## config.mk

```make
export PLATFORM = sky130hd
export DESIGN_NAME = lpmt_ctrl
export DESIGN_NICKNAME = d
export VERILOG_FILES = /design/src/rtl/longest_prefix_match_trie_defines.svh /design/src/rtl/lpmt_pkg.sv /design/src/rtl/lpmt_ctrl.sv
export SDC_FILE = /design/constraint.sdc
export NUM_CORES = 1
export LEC_CHECK = 0
export ABC_CLOCK_PERIOD_IN_PS = 1200
export CORE_AREA = 2 2 39 41
export DETAILED_ROUTE_END_ITERATION = 8
export DIE_AREA = 0 0 41 43
export DONT_BUFFER_PORTS = 1
export GPL_ROUTABILITY_DRIVEN = 0
export GPL_TIMING_DRIVEN = 0
export PLACE_DENSITY = 0.3
export SLEW_MARGIN = 20
export SYNTH_ARGS = -nofsm -noshare
export SYNTH_HDL_FRONTEND = slang
export SYNTH_SLANG_ARGS = --single-unit
```

## constraint.sdc

```tcl
create_clock -name clock -period 1.2 [get_ports clock]
set_input_delay 0.06 -clock clock [delete_from_list [all_inputs] [get_ports clock]]
set_output_delay 0.06 -clock clock [all_outputs]
set_load 0.05 [all_outputs]
```

## src/rtl/longest_prefix_match_trie_defines.svh

```systemverilog
// Assertion macros used by the trie datapath.
`ifndef LONGEST_PREFIX_MATCH_TRIE_DEFINES_SVH
`define LONGEST_PREFIX_MATCH_TRIE_DEFINES_SVH

`ifndef SYNTHESIS
`define LPMT_ASSERT(name, clk, rst, prop) \
   name: assert property (@(posedge clk) disable iff (rst) prop) \
      else $error("lpmt assertion failed");
`define LPMT_ASSERT_MSG(name, clk, rst, prop, msg) \
   name: assert property (@(posedge clk) disable iff (rst) prop) \
      else $error(msg);
`else
`define LPMT_ASSERT(name, clk, rst, prop)
`define LPMT_ASSERT_MSG(name, clk, rst, prop, msg)
`endif

`endif

```

## src/rtl/lpmt_pkg.sv

```systemverilog
// Shared types and constants for the longest-prefix-match trie.
package lpmt_pkg;

   localparam int MODE_W  = 2;
   localparam int LABEL_W = 32;
   localparam int LEN_W   = 6;
   localparam int COUNT_W = 11;

   localparam logic [LABEL_W-1:0] NO_LABEL = '1;

   typedef enum logic [MODE_W-1:0] {
      OP_INSERT = 2'd0,
      OP_REMOVE = 2'd1,
      OP_LOOKUP = 2'd2
   } mode_type;

   typedef enum logic [1:0] {
      ST_IDLE,
      ST_WALK,
      ST_OUTPUT
   } state_type;

   typedef struct packed {
      logic start;
      logic step;
      logic load_out;
   } cmd_type;

   typedef struct packed {
      logic done;
      logic out_free;
   } status_type;

endpackage

```

## src/rtl/lpmt_ctrl.sv

```systemverilog
// Controller state machine sequencing accept, trie walk and result hand-off.
module lpmt_ctrl (
   input  logic                   clock,
   input  logic                   reset,
   input  logic                   req_valid,
   output logic                   req_ready,
   input  lpmt_pkg::status_type   sts,
   output lpmt_pkg::cmd_type      cmd
);
   import lpmt_pkg::*;

   state_type state_ff, state_in;

   always_ff @(posedge clock) begin
      if (reset) begin
         state_ff <= ST_IDLE;
      end else begin
         state_ff <= state_in;
      end
   end

   always_comb begin
      state_in = state_ff;
      unique case (state_ff)
         ST_IDLE: begin
            if (req_valid) begin
               state_in = ST_WALK;
            end
         end
         ST_WALK: begin
            if (sts.done) begin
               state_in = ST_OUTPUT;
            end
         end
         ST_OUTPUT: begin
            if (sts.out_free) begin
               state_in = ST_IDLE;
            end
         end
         default: begin
            state_in = ST_IDLE;
         end
      endcase
   end

   always_comb begin
      req_ready    = 1'b0;
      cmd.start    = 1'b0;
      cmd.step     = 1'b0;
      cmd.load_out = 1'b0;
      unique case (state_ff)
         ST_IDLE: begin
            req_ready = 1'b1;
            cmd.start = req_valid;
         end
         ST_WALK: begin
            cmd.step = 1'b1;
         end
         ST_OUTPUT: begin
            cmd.load_out = sts.out_free;
         end
         default: begin
            req_ready = 1'b0;
         end
      endcase
   end

endmodule

```

==> results of run 1 <==
## metal layers
| metal | part of all wire, % | vias to the layer above | track usage (%) |
|---|---|---|---|
| met5 | 0 | - | 0 |
| met4 | 0 | 0 | 4.00 |
| met3 | 22 | 0 | 6.28 |
| met2 | 33 | 8 | 3.13 |
| met1 | 44 | 42 | 3.19 |
| li1 | - | 54 | - |
## worst paths after layout
| kind | depth (start not counted) | endpoint | slack (ps) |
|---|---|---|---|
| worst max-delay path | 2 | cmd[2] | -30 |
| worst min-delay path | 2 | state_ff[0] | 10 |
| worst max register to register | 3 | state_ff[1] | 130 |
| worst min register to register | 1 | state_ff[0] | 470 |
## cells by family after synthesis
kind of cell,share of synthesized area [%]
AOI/OAI and AO/OA,14.5
DFF,38.6
and+or+nand+nor,47.0
## cells in the final DEF, fill, tap and decap left out, drive strengths merged
cell type    count
or3b             1
clkbuf           3
and2b            1
dfxtp            2
nor2             2
nand3b           1
a2111oi          1
a21oi            1
buf              1
dlygate4sd3      2
and2             1
and3b            1
## through the flow
stage | utilization, % | area (µm²)
after floorplan | - | 113
after global placement | 9.58 | 133
after detailed placement | 9.58 | 133
after CTS | 13.7 | 189
after global routing | 13.7 | 189
final | 13.7 | 189
## cell type report
class | instances | area, µm²
fillers | 158 | 1190
multi-input cells | 9 | 73.8
flip-flops and latches | 2 | 45.0
repair buffers | 3 | 27.5
clock buffers | 3 | 22.5
well taps | 16 | 20.0
## power breakdown
group          internal [µW]  switching (µW)
logic                   23.9            52.0
registers               72.2            5.58
clock network            110            34.4
## what timing repair did
action                     CTS  global route
pin swaps                    2             0
hold endpoints to repair     2             0
gates resized for setup      4             0
setup buffers                1             0
setup endpoints to repair    1             1
hold buffers                 2             0
==> impl_metrics.env, run 1 <==
export IMPL_power_uw=298
export IMPL_synth_top_area_share_pct=38.6
export IMPL_track_usage_pct=3.81
export IMPL_ir_drop_mv=0.245
export IMPL_start_kind="flip-flop"
export IMPL_rr_startpoint="state_ff[0]"
export IMPL_ioPinCount=9
export IMPL_cp_slowest_cell="dfxtp_4"
export IMPL_worstPathArrival_ps=1170
export IMPL_dp_slack_ps=106
export IMPL_syn_inst=11
export IMPL_min_from="req_valid"
export IMPL_port_buffers=0
export IMPL_critPathRequiredTime_ps=1140
export IMPL_die_w_um=41
export IMPL_status="finished with violations"
export IMPL_top_regs="state_ff x2"
export IMPL_drc=0
export IMPL_num_vias=104
export IMPL_start_util_pct=7.50
export IMPL_critPathMaxFanout=2
export IMPL_final_setup_tns_ps=-25.4
export IMPL_crit_chain="nor2_4 > and2_4"
export IMPL_synth_avg_cell_area_um2=9.44
export IMPL_instances_no_fill=33
export IMPL_wirelength_um=281
export IMPL_synth_edf_count=0
export IMPL_drt_pass1_iterations=1
export IMPL_synth_nets=16
export IMPL_grt_ovfl_total=0
export IMPL_worst_path_buf_inv=0
export IMPL_rsz0062_at_grt="true"
export IMPL_finalClockSkew_ps=0.495
export IMPL_synth_ff_type="dfxtp_1"
export IMPL_async_flop_share_pct=0
export IMPL_cts_root_buf="clkbuf_4"
export IMPL_wl_per_cell_um=8.52
export IMPL_grt_pass1_vias=101
export IMPL_nets=24
export IMPL_setup_viol=1
export IMPL_area_growth_pct=81.9
export IMPL_crit_type="flip-flop to primary output"
export IMPL_top_register="state_ff"
export IMPL_yosys_cell_types_count=9
export IMPL_core_mm2=0.00138
export IMPL_ys_ff_latch=2
export IMPL_post_route_min_period_ps=1230
export IMPL_grt_first_pass_wirelength_um=358
export IMPL_std_cell_rows=14
export IMPL_critical_path_max_stage_delay_ps=340
export IMPL_ys_top_cells_by_count="2 x dfxtp_1, 2 x nor2_1"
export IMPL_slew_headroom_pct=77.5
export IMPL_postRouteAntennaNets=0
export IMPL_startpoint="state_ff[0]"
export IMPL_timing_hold_ws_ps=13.6
export IMPL_htree_levels=1
export IMPL_drv_slew=0
export IMPL_grt_start_max_net_pins=7
export IMPL_fmax_mhz=816
export IMPL_via_per_inst=3.15
export IMPL_clock_path_buffers=2
export IMPL_leakage_uw=0.0000710
export IMPL_cts_sinks=2
export IMPL_layout_drive_gt1_share_pct=58.8
export IMPL_timing_final_ws_setup_ps=-25.4
export IMPL_largest_reg_flops=2
export IMPL_synth_area_top_cells="dfxtp_1 39%, a2111oi_1 9.6%, and3b_2 9.6%"
export IMPL_violations="setup timing"
export IMPL_clock_latency_ps=220
export IMPL_antenna_found_initial=0
export IMPL_power_density_mw_per_mm2=1580
export IMPL_cts_buffers=3
export IMPL_maxCapViolCount=0
export IMPL_mappedNetlistArea_um2=104
export IMPL_yosys_area_top_type="dfxtp_1"
export IMPL_tritoncts="built"
export IMPL_synth_warnings=0
export IMPL_critPathTopFamily="simple AND/OR/NAND/NOR gates"
export IMPL_clk_pin_slew_ps=30
export IMPL_dp_cells=27
export IMPL_ys_seq_area_share_pct=38.6
export IMPL_tightest_slew_ps=337
export IMPL_cp_end_kind="primary output"
export IMPL_die_y_um=43
export IMPL_drt_iter0_drc=0
export IMPL_die_area_mm2=0.00176
export IMPL_min_period_over_period_pct=102
export IMPL_hp_class="primary input to flip-flop"
export IMPL_diodes=0
export IMPL_hold_viol_final=0
Note: power is estimated with default switching activity, not from simulation.
==> inputs of run 2 (changes only) <==
PLACE_DENSITY = default   (was 0.3)
PLACE_DENSITY_LB_ADDON = 0.05   (was default)
==> impl_metrics.env, run 2 (synthesized netlist as in run 1, its figures left out) <==
export IMPL_status="finished with violations"
export IMPL_violations="setup timing"
export IMPL_diodes=0
export IMPL_drt_pass1_iterations=2
export IMPL_top_regs="state_ff x2"
export IMPL_min_period_over_period_pct=102
export IMPL_timing_final_ws_setup_ps=-29.0
export IMPL_worstPathArrival_ps=1170
export IMPL_layout_common_cells="3 x clkbuf_4, 2 x dlygate4sd3_1"
export IMPL_hp_class="primary input to flip-flop"
export IMPL_ioPinCount=9
export IMPL_via_per_inst=3.33
export IMPL_port_buffers=0
export IMPL_maxCapViolCount=0
export IMPL_setup_viol=1
export IMPL_critPathMaxFanout=2
export IMPL_wirelength_um=300
export IMPL_r2r_setup_slack_ps=130
export IMPL_fillers=170
export IMPL_rr_startpoint="state_ff[0]"
export IMPL_track_usage_pct=4.71
export IMPL_cp_endpoint="cmd[2]"
export IMPL_top_register="state_ff"
export IMPL_clock_path_buffers=2
export IMPL_cts_sinks=2
export IMPL_ir_drop_mv=0.335
export IMPL_grt_pass1_vias=121
export IMPL_core_mm2=0.00138
export IMPL_antenna_found_initial=0
export IMPL_leakage_uw=0.0000710
export IMPL_hold_viol_final=0
export IMPL_reg2reg_depth=3
export IMPL_drc=0
export IMPL_final_common_cell="clkbuf_4"
export IMPL_startpoint="state_ff[0]"
export IMPL_grt_start_max_net_pins=7
export IMPL_postRouteAntennaNets=0
export IMPL_tritoncts="built"
export IMPL_die_y_um=43
export IMPL_slew_headroom_pct=77.4
export IMPL_power_density_mw_per_mm2=1590
export IMPL_nets=24
export IMPL_largest_reg_flops=2
export IMPL_grt_ovfl_total=0
export IMPL_tightest_slew_ps=339
export IMPL_die_w_um=41
export IMPL_cts_buffers=3
export IMPL_start_kind="flip-flop"
export IMPL_wl_per_cell_um=9.09
export IMPL_grt_first_pass_wirelength_um=469
export IMPL_num_vias=110
export IMPL_clk_pin_slew_ps=30
export IMPL_std_cell_rows=14
export IMPL_htree_levels=1
export IMPL_rsz0062_at_grt="true"
export IMPL_r2r_end="state_ff[1]"
export IMPL_cp_end_kind="primary output"
export IMPL_fin_area_um2=189
export IMPL_drt_iter0_drc=3
export IMPL_drv_slew=0
export IMPL_finalClockSkew_ps=4.43
export IMPL_start_util_pct=7.50
export IMPL_placed_area_um2=133
export IMPL_clock_latency_ps=220
export IMPL_fmax_mhz=814
export IMPL_post_route_min_period_ps=1230
export IMPL_area_growth_pct=81.9
export IMPL_cts_root_buf="clkbuf_4"
export IMPL_crit_type="flip-flop to primary output"
export IMPL_critPathRequiredTime_ps=1140
export IMPL_layout_drive_gt1_share_pct=58.8
export IMPL_dp_slack_ps=96.1
export IMPL_die_area_mm2=0.00176
==> run 2: cell counts in the layout (fill, tap and decap cells not counted) <==
Identical to the previous run, type by type.
==> run 2: area by class of cell <==
class	instances	area (µm²)	area share (%)
clock buffer	3	22.5	11.9
multi-input combinational	9	73.8	39.1
sequential	2	45.0	23.8
tap	16	20.0	10.6
timing repair buffer	3	27.5	14.6
==> run 2: timing repair <==
item	CTS	global route
setup buffers	1	0
hold buffers	2	0
resized for setup	4	0
endpoints found under the hold margin	2	0
pin swaps	2	0
setup endpoints to repair	1	1
==> run 2: where the power goes <==
group	total (µW)	internal, µW	leakage, µW	switching, µW
logic	76.6	23.9	0.0000397	52.7
clock network	146	110	0.0000138	36.1
registers	78.5	72.3	0.0000175	6.22
==> run 2: worst min path at each step <==
stage                          from          end  slack [ps]  depth (start not counted)
after global routing         sts[0]  state_ff[1]          20                          2
after floorplan               reset  state_ff[1]         130                          1
after detailed placement      reset  state_ff[1]         140                          1
after global placement        reset  state_ff[1]         140                          1
final                     req_valid  state_ff[0]          20                          2
after CTS                 req_valid  state_ff[0]          10                          2
==> run 2: stage by stage <==
step                      total power, µW  cells  TNS (ps)  hold WS [ps]  utilization [%]
after detailed placement              143     27         0           138             9.58
after floorplan                       138     11         0           129                -
after global routing                  325     33     -79.2          15.1             13.7
after CTS                             314     33     -45.2          13.3             13.7
final                                 301     33     -29.0          18.6             13.7
after global placement                143     27         0           139             9.58
==> run 2: worst max-delay path, stage by stage (launching register included) <==
cell and delay [ps]:
dfxtp_4 340, nor2_4 300, and2_4 310
==> run 2: metal layers <==
metal / global-route usage [%] / wire length (µm) / up-vias
met2: 5.00 / 152 / 5
met5: 0 / 0 / -
met4: 4.00 / 0 / 0
li1: - / - / 54
met3: 6.28 / 34 / 0
met1: 4.15 / 113 / 51
==> inputs of run 3 (changes only) <==
CORE_AREA = 5 5 42 44   (was 2 2 39 41)
DIE_AREA = 0 0 47 49   (was 0 0 41 43)
==> impl_metrics.env, run 3 (synthesized netlist as in run 1, its figures left out) <==
export IMPL_status="finished with violations"
export IMPL_violations="setup timing"
export IMPL_fmax_mhz=810
export IMPL_crit_type="flip-flop to primary output"
export IMPL_power_density_mw_per_mm2=1590
export IMPL_clock_path_buffers=2
export IMPL_postRouteAntennaNets=0
export IMPL_r2r_setup_slack_ps=130
export IMPL_ir_drop_mv=0.445
export IMPL_whs_endpoint="state_ff[1]"
export IMPL_core_mm2=0.00140
export IMPL_worstPathArrival_ps=1170
export IMPL_slew_headroom_pct=77.0
export IMPL_drc=0
export IMPL_grt_pass1_vias=125
export IMPL_top_regs="state_ff x2"
export IMPL_start_util_pct=7.41
export IMPL_r2r_end="state_ff[1]"
export IMPL_grt_first_pass_wirelength_um=545
export IMPL_grt_start_max_net_pins=7
export IMPL_maxCapViolCount=0
export IMPL_tightest_slew_ps=345
export IMPL_layout_common_cells="3 x clkbuf_4, 2 x dlygate4sd3_1"
export IMPL_drv_slew=0
export IMPL_final_common_cell="clkbuf_4"
export IMPL_top_register="state_ff"
export IMPL_leakage_uw=0.0000710
export IMPL_critPathMaxFanout=2
export IMPL_rr_startpoint="state_ff[0]"
export IMPL_critPathRequiredTime_ps=1140
export IMPL_setup_viol=1
export IMPL_antenna_found_initial=0
export IMPL_htree_levels=1
export IMPL_nets=24
export IMPL_hp_class="primary input to flip-flop"
export IMPL_final_setup_tns_ps=-34.2
export IMPL_hold_path_depth=2
export IMPL_layout_drive_gt1_share_pct=58.8
export IMPL_timing_final_ws_setup_ps=-34.2
export IMPL_area_growth_pct=81.9
export IMPL_grt_ovfl_total=0
export IMPL_post_route_min_period_ps=1230
export IMPL_hold_viol_final=0
export IMPL_dp_cells=27
export IMPL_reg2reg_depth=3
export IMPL_die_y_um=49
export IMPL_diodes=0
export IMPL_min_from="sts[0]"
export IMPL_via_per_inst=3.30
export IMPL_min_period_over_period_pct=103
export IMPL_cp_end_kind="primary output"
export IMPL_ioPinCount=9
export IMPL_power_uw=299
export IMPL_instances_no_fill=33
export IMPL_num_vias=109
export IMPL_largest_reg_flops=2
export IMPL_track_usage_pct=4.14
export IMPL_start_kind="flip-flop"
export IMPL_tritoncts="built"
export IMPL_drt_iter0_drc=0
export IMPL_cts_root_buf="clkbuf_4"
export IMPL_drt_pass1_iterations=1
export IMPL_cts_buffers=3
export IMPL_finalClockSkew_ps=4.76
export IMPL_die_area_mm2=0.00230
export IMPL_port_buffers=0
export IMPL_clock_latency_ps=220
export IMPL_std_cell_rows=14
export IMPL_wl_per_cell_um=10.2
export IMPL_wirelength_um=336
export IMPL_rsz0062_at_grt="true"
export IMPL_clk_pin_slew_ps=30
export IMPL_die_w_um=47
export IMPL_cts_sinks=2
run 3: cell counts in the layout (fill, tap and decap cells not counted):
Identical to the previous run, type by type.
run 3: layout make-up:
type,count,area [µm²]
flip-flops and latches,2,45.0
clock buffers,3,22.5
repair buffers,3,27.5
well taps,16,20.0
fillers,169,1210
multi-input cells,9,73.8
run 3: what timing repair did:
item,CTS,global route
endpoints found under the hold margin,2,0
buffers inserted,1,0
endpoints found under the setup margin,1,2
hold buffers,2,0
pin swaps,2,0
resized for setup,4,0
run 3: worst max-delay path by stage:
| stage | start | end | slack (ps) |
|---|---|---|---|
| after global routing | state_ff[1] | cmd[2] | -70 |
| final | state_ff[0] | cmd[2] | -30 |
| after CTS | state_ff[0] | cmd[2] | -60 |
| after floorplan | state_ff[1] | cmd[2] | 140 |
| after global placement | state_ff[1] | cmd[2] | 80 |
| after detailed placement | state_ff[1] | cmd[2] | 80 |
run 3: worst max-delay path, stage by stage, from the launching register on:
cell	delay [ps]
dfxtp_4	340
nor2_4	300
and2_4	310
run 3: report_power, final:
group / switching, µW / internal (µW) / leakage (µW) / total [µW]
Clock: 33.8 / 110 / 0.0000138 / 144
Sequential: 6.34 / 72.3 / 0.0000175 / 78.6
Combinational: 53.3 / 23.9 / 0.0000397 / 77.2
Total: 93.4 / 206 / 0.0000710 / 299
run 3: stage by stage:
stage               utilization (%)  area, µm²  hold slack (ps)  setup slack, ps
global route                   13.5        189             27.2            -71.2
finish                         13.5        189             21.2            -34.2
floorplan                         -        113              129              135
global placement               9.46        133              140             75.1
detailed placement             9.46        133              138             76.5
CTS                            13.5        189             11.3            -57.6
run 3: metal layers:
metal / track usage, % / wire length (µm) / vias to the layer above
li1: - / - / 54
met1: 3.92 / 144 / 48
met2: 3.85 / 140 / 5
met3: 3.32 / 42 / 2
met4: 6.91 / 9 / 0
met5: 0 / 0 / -
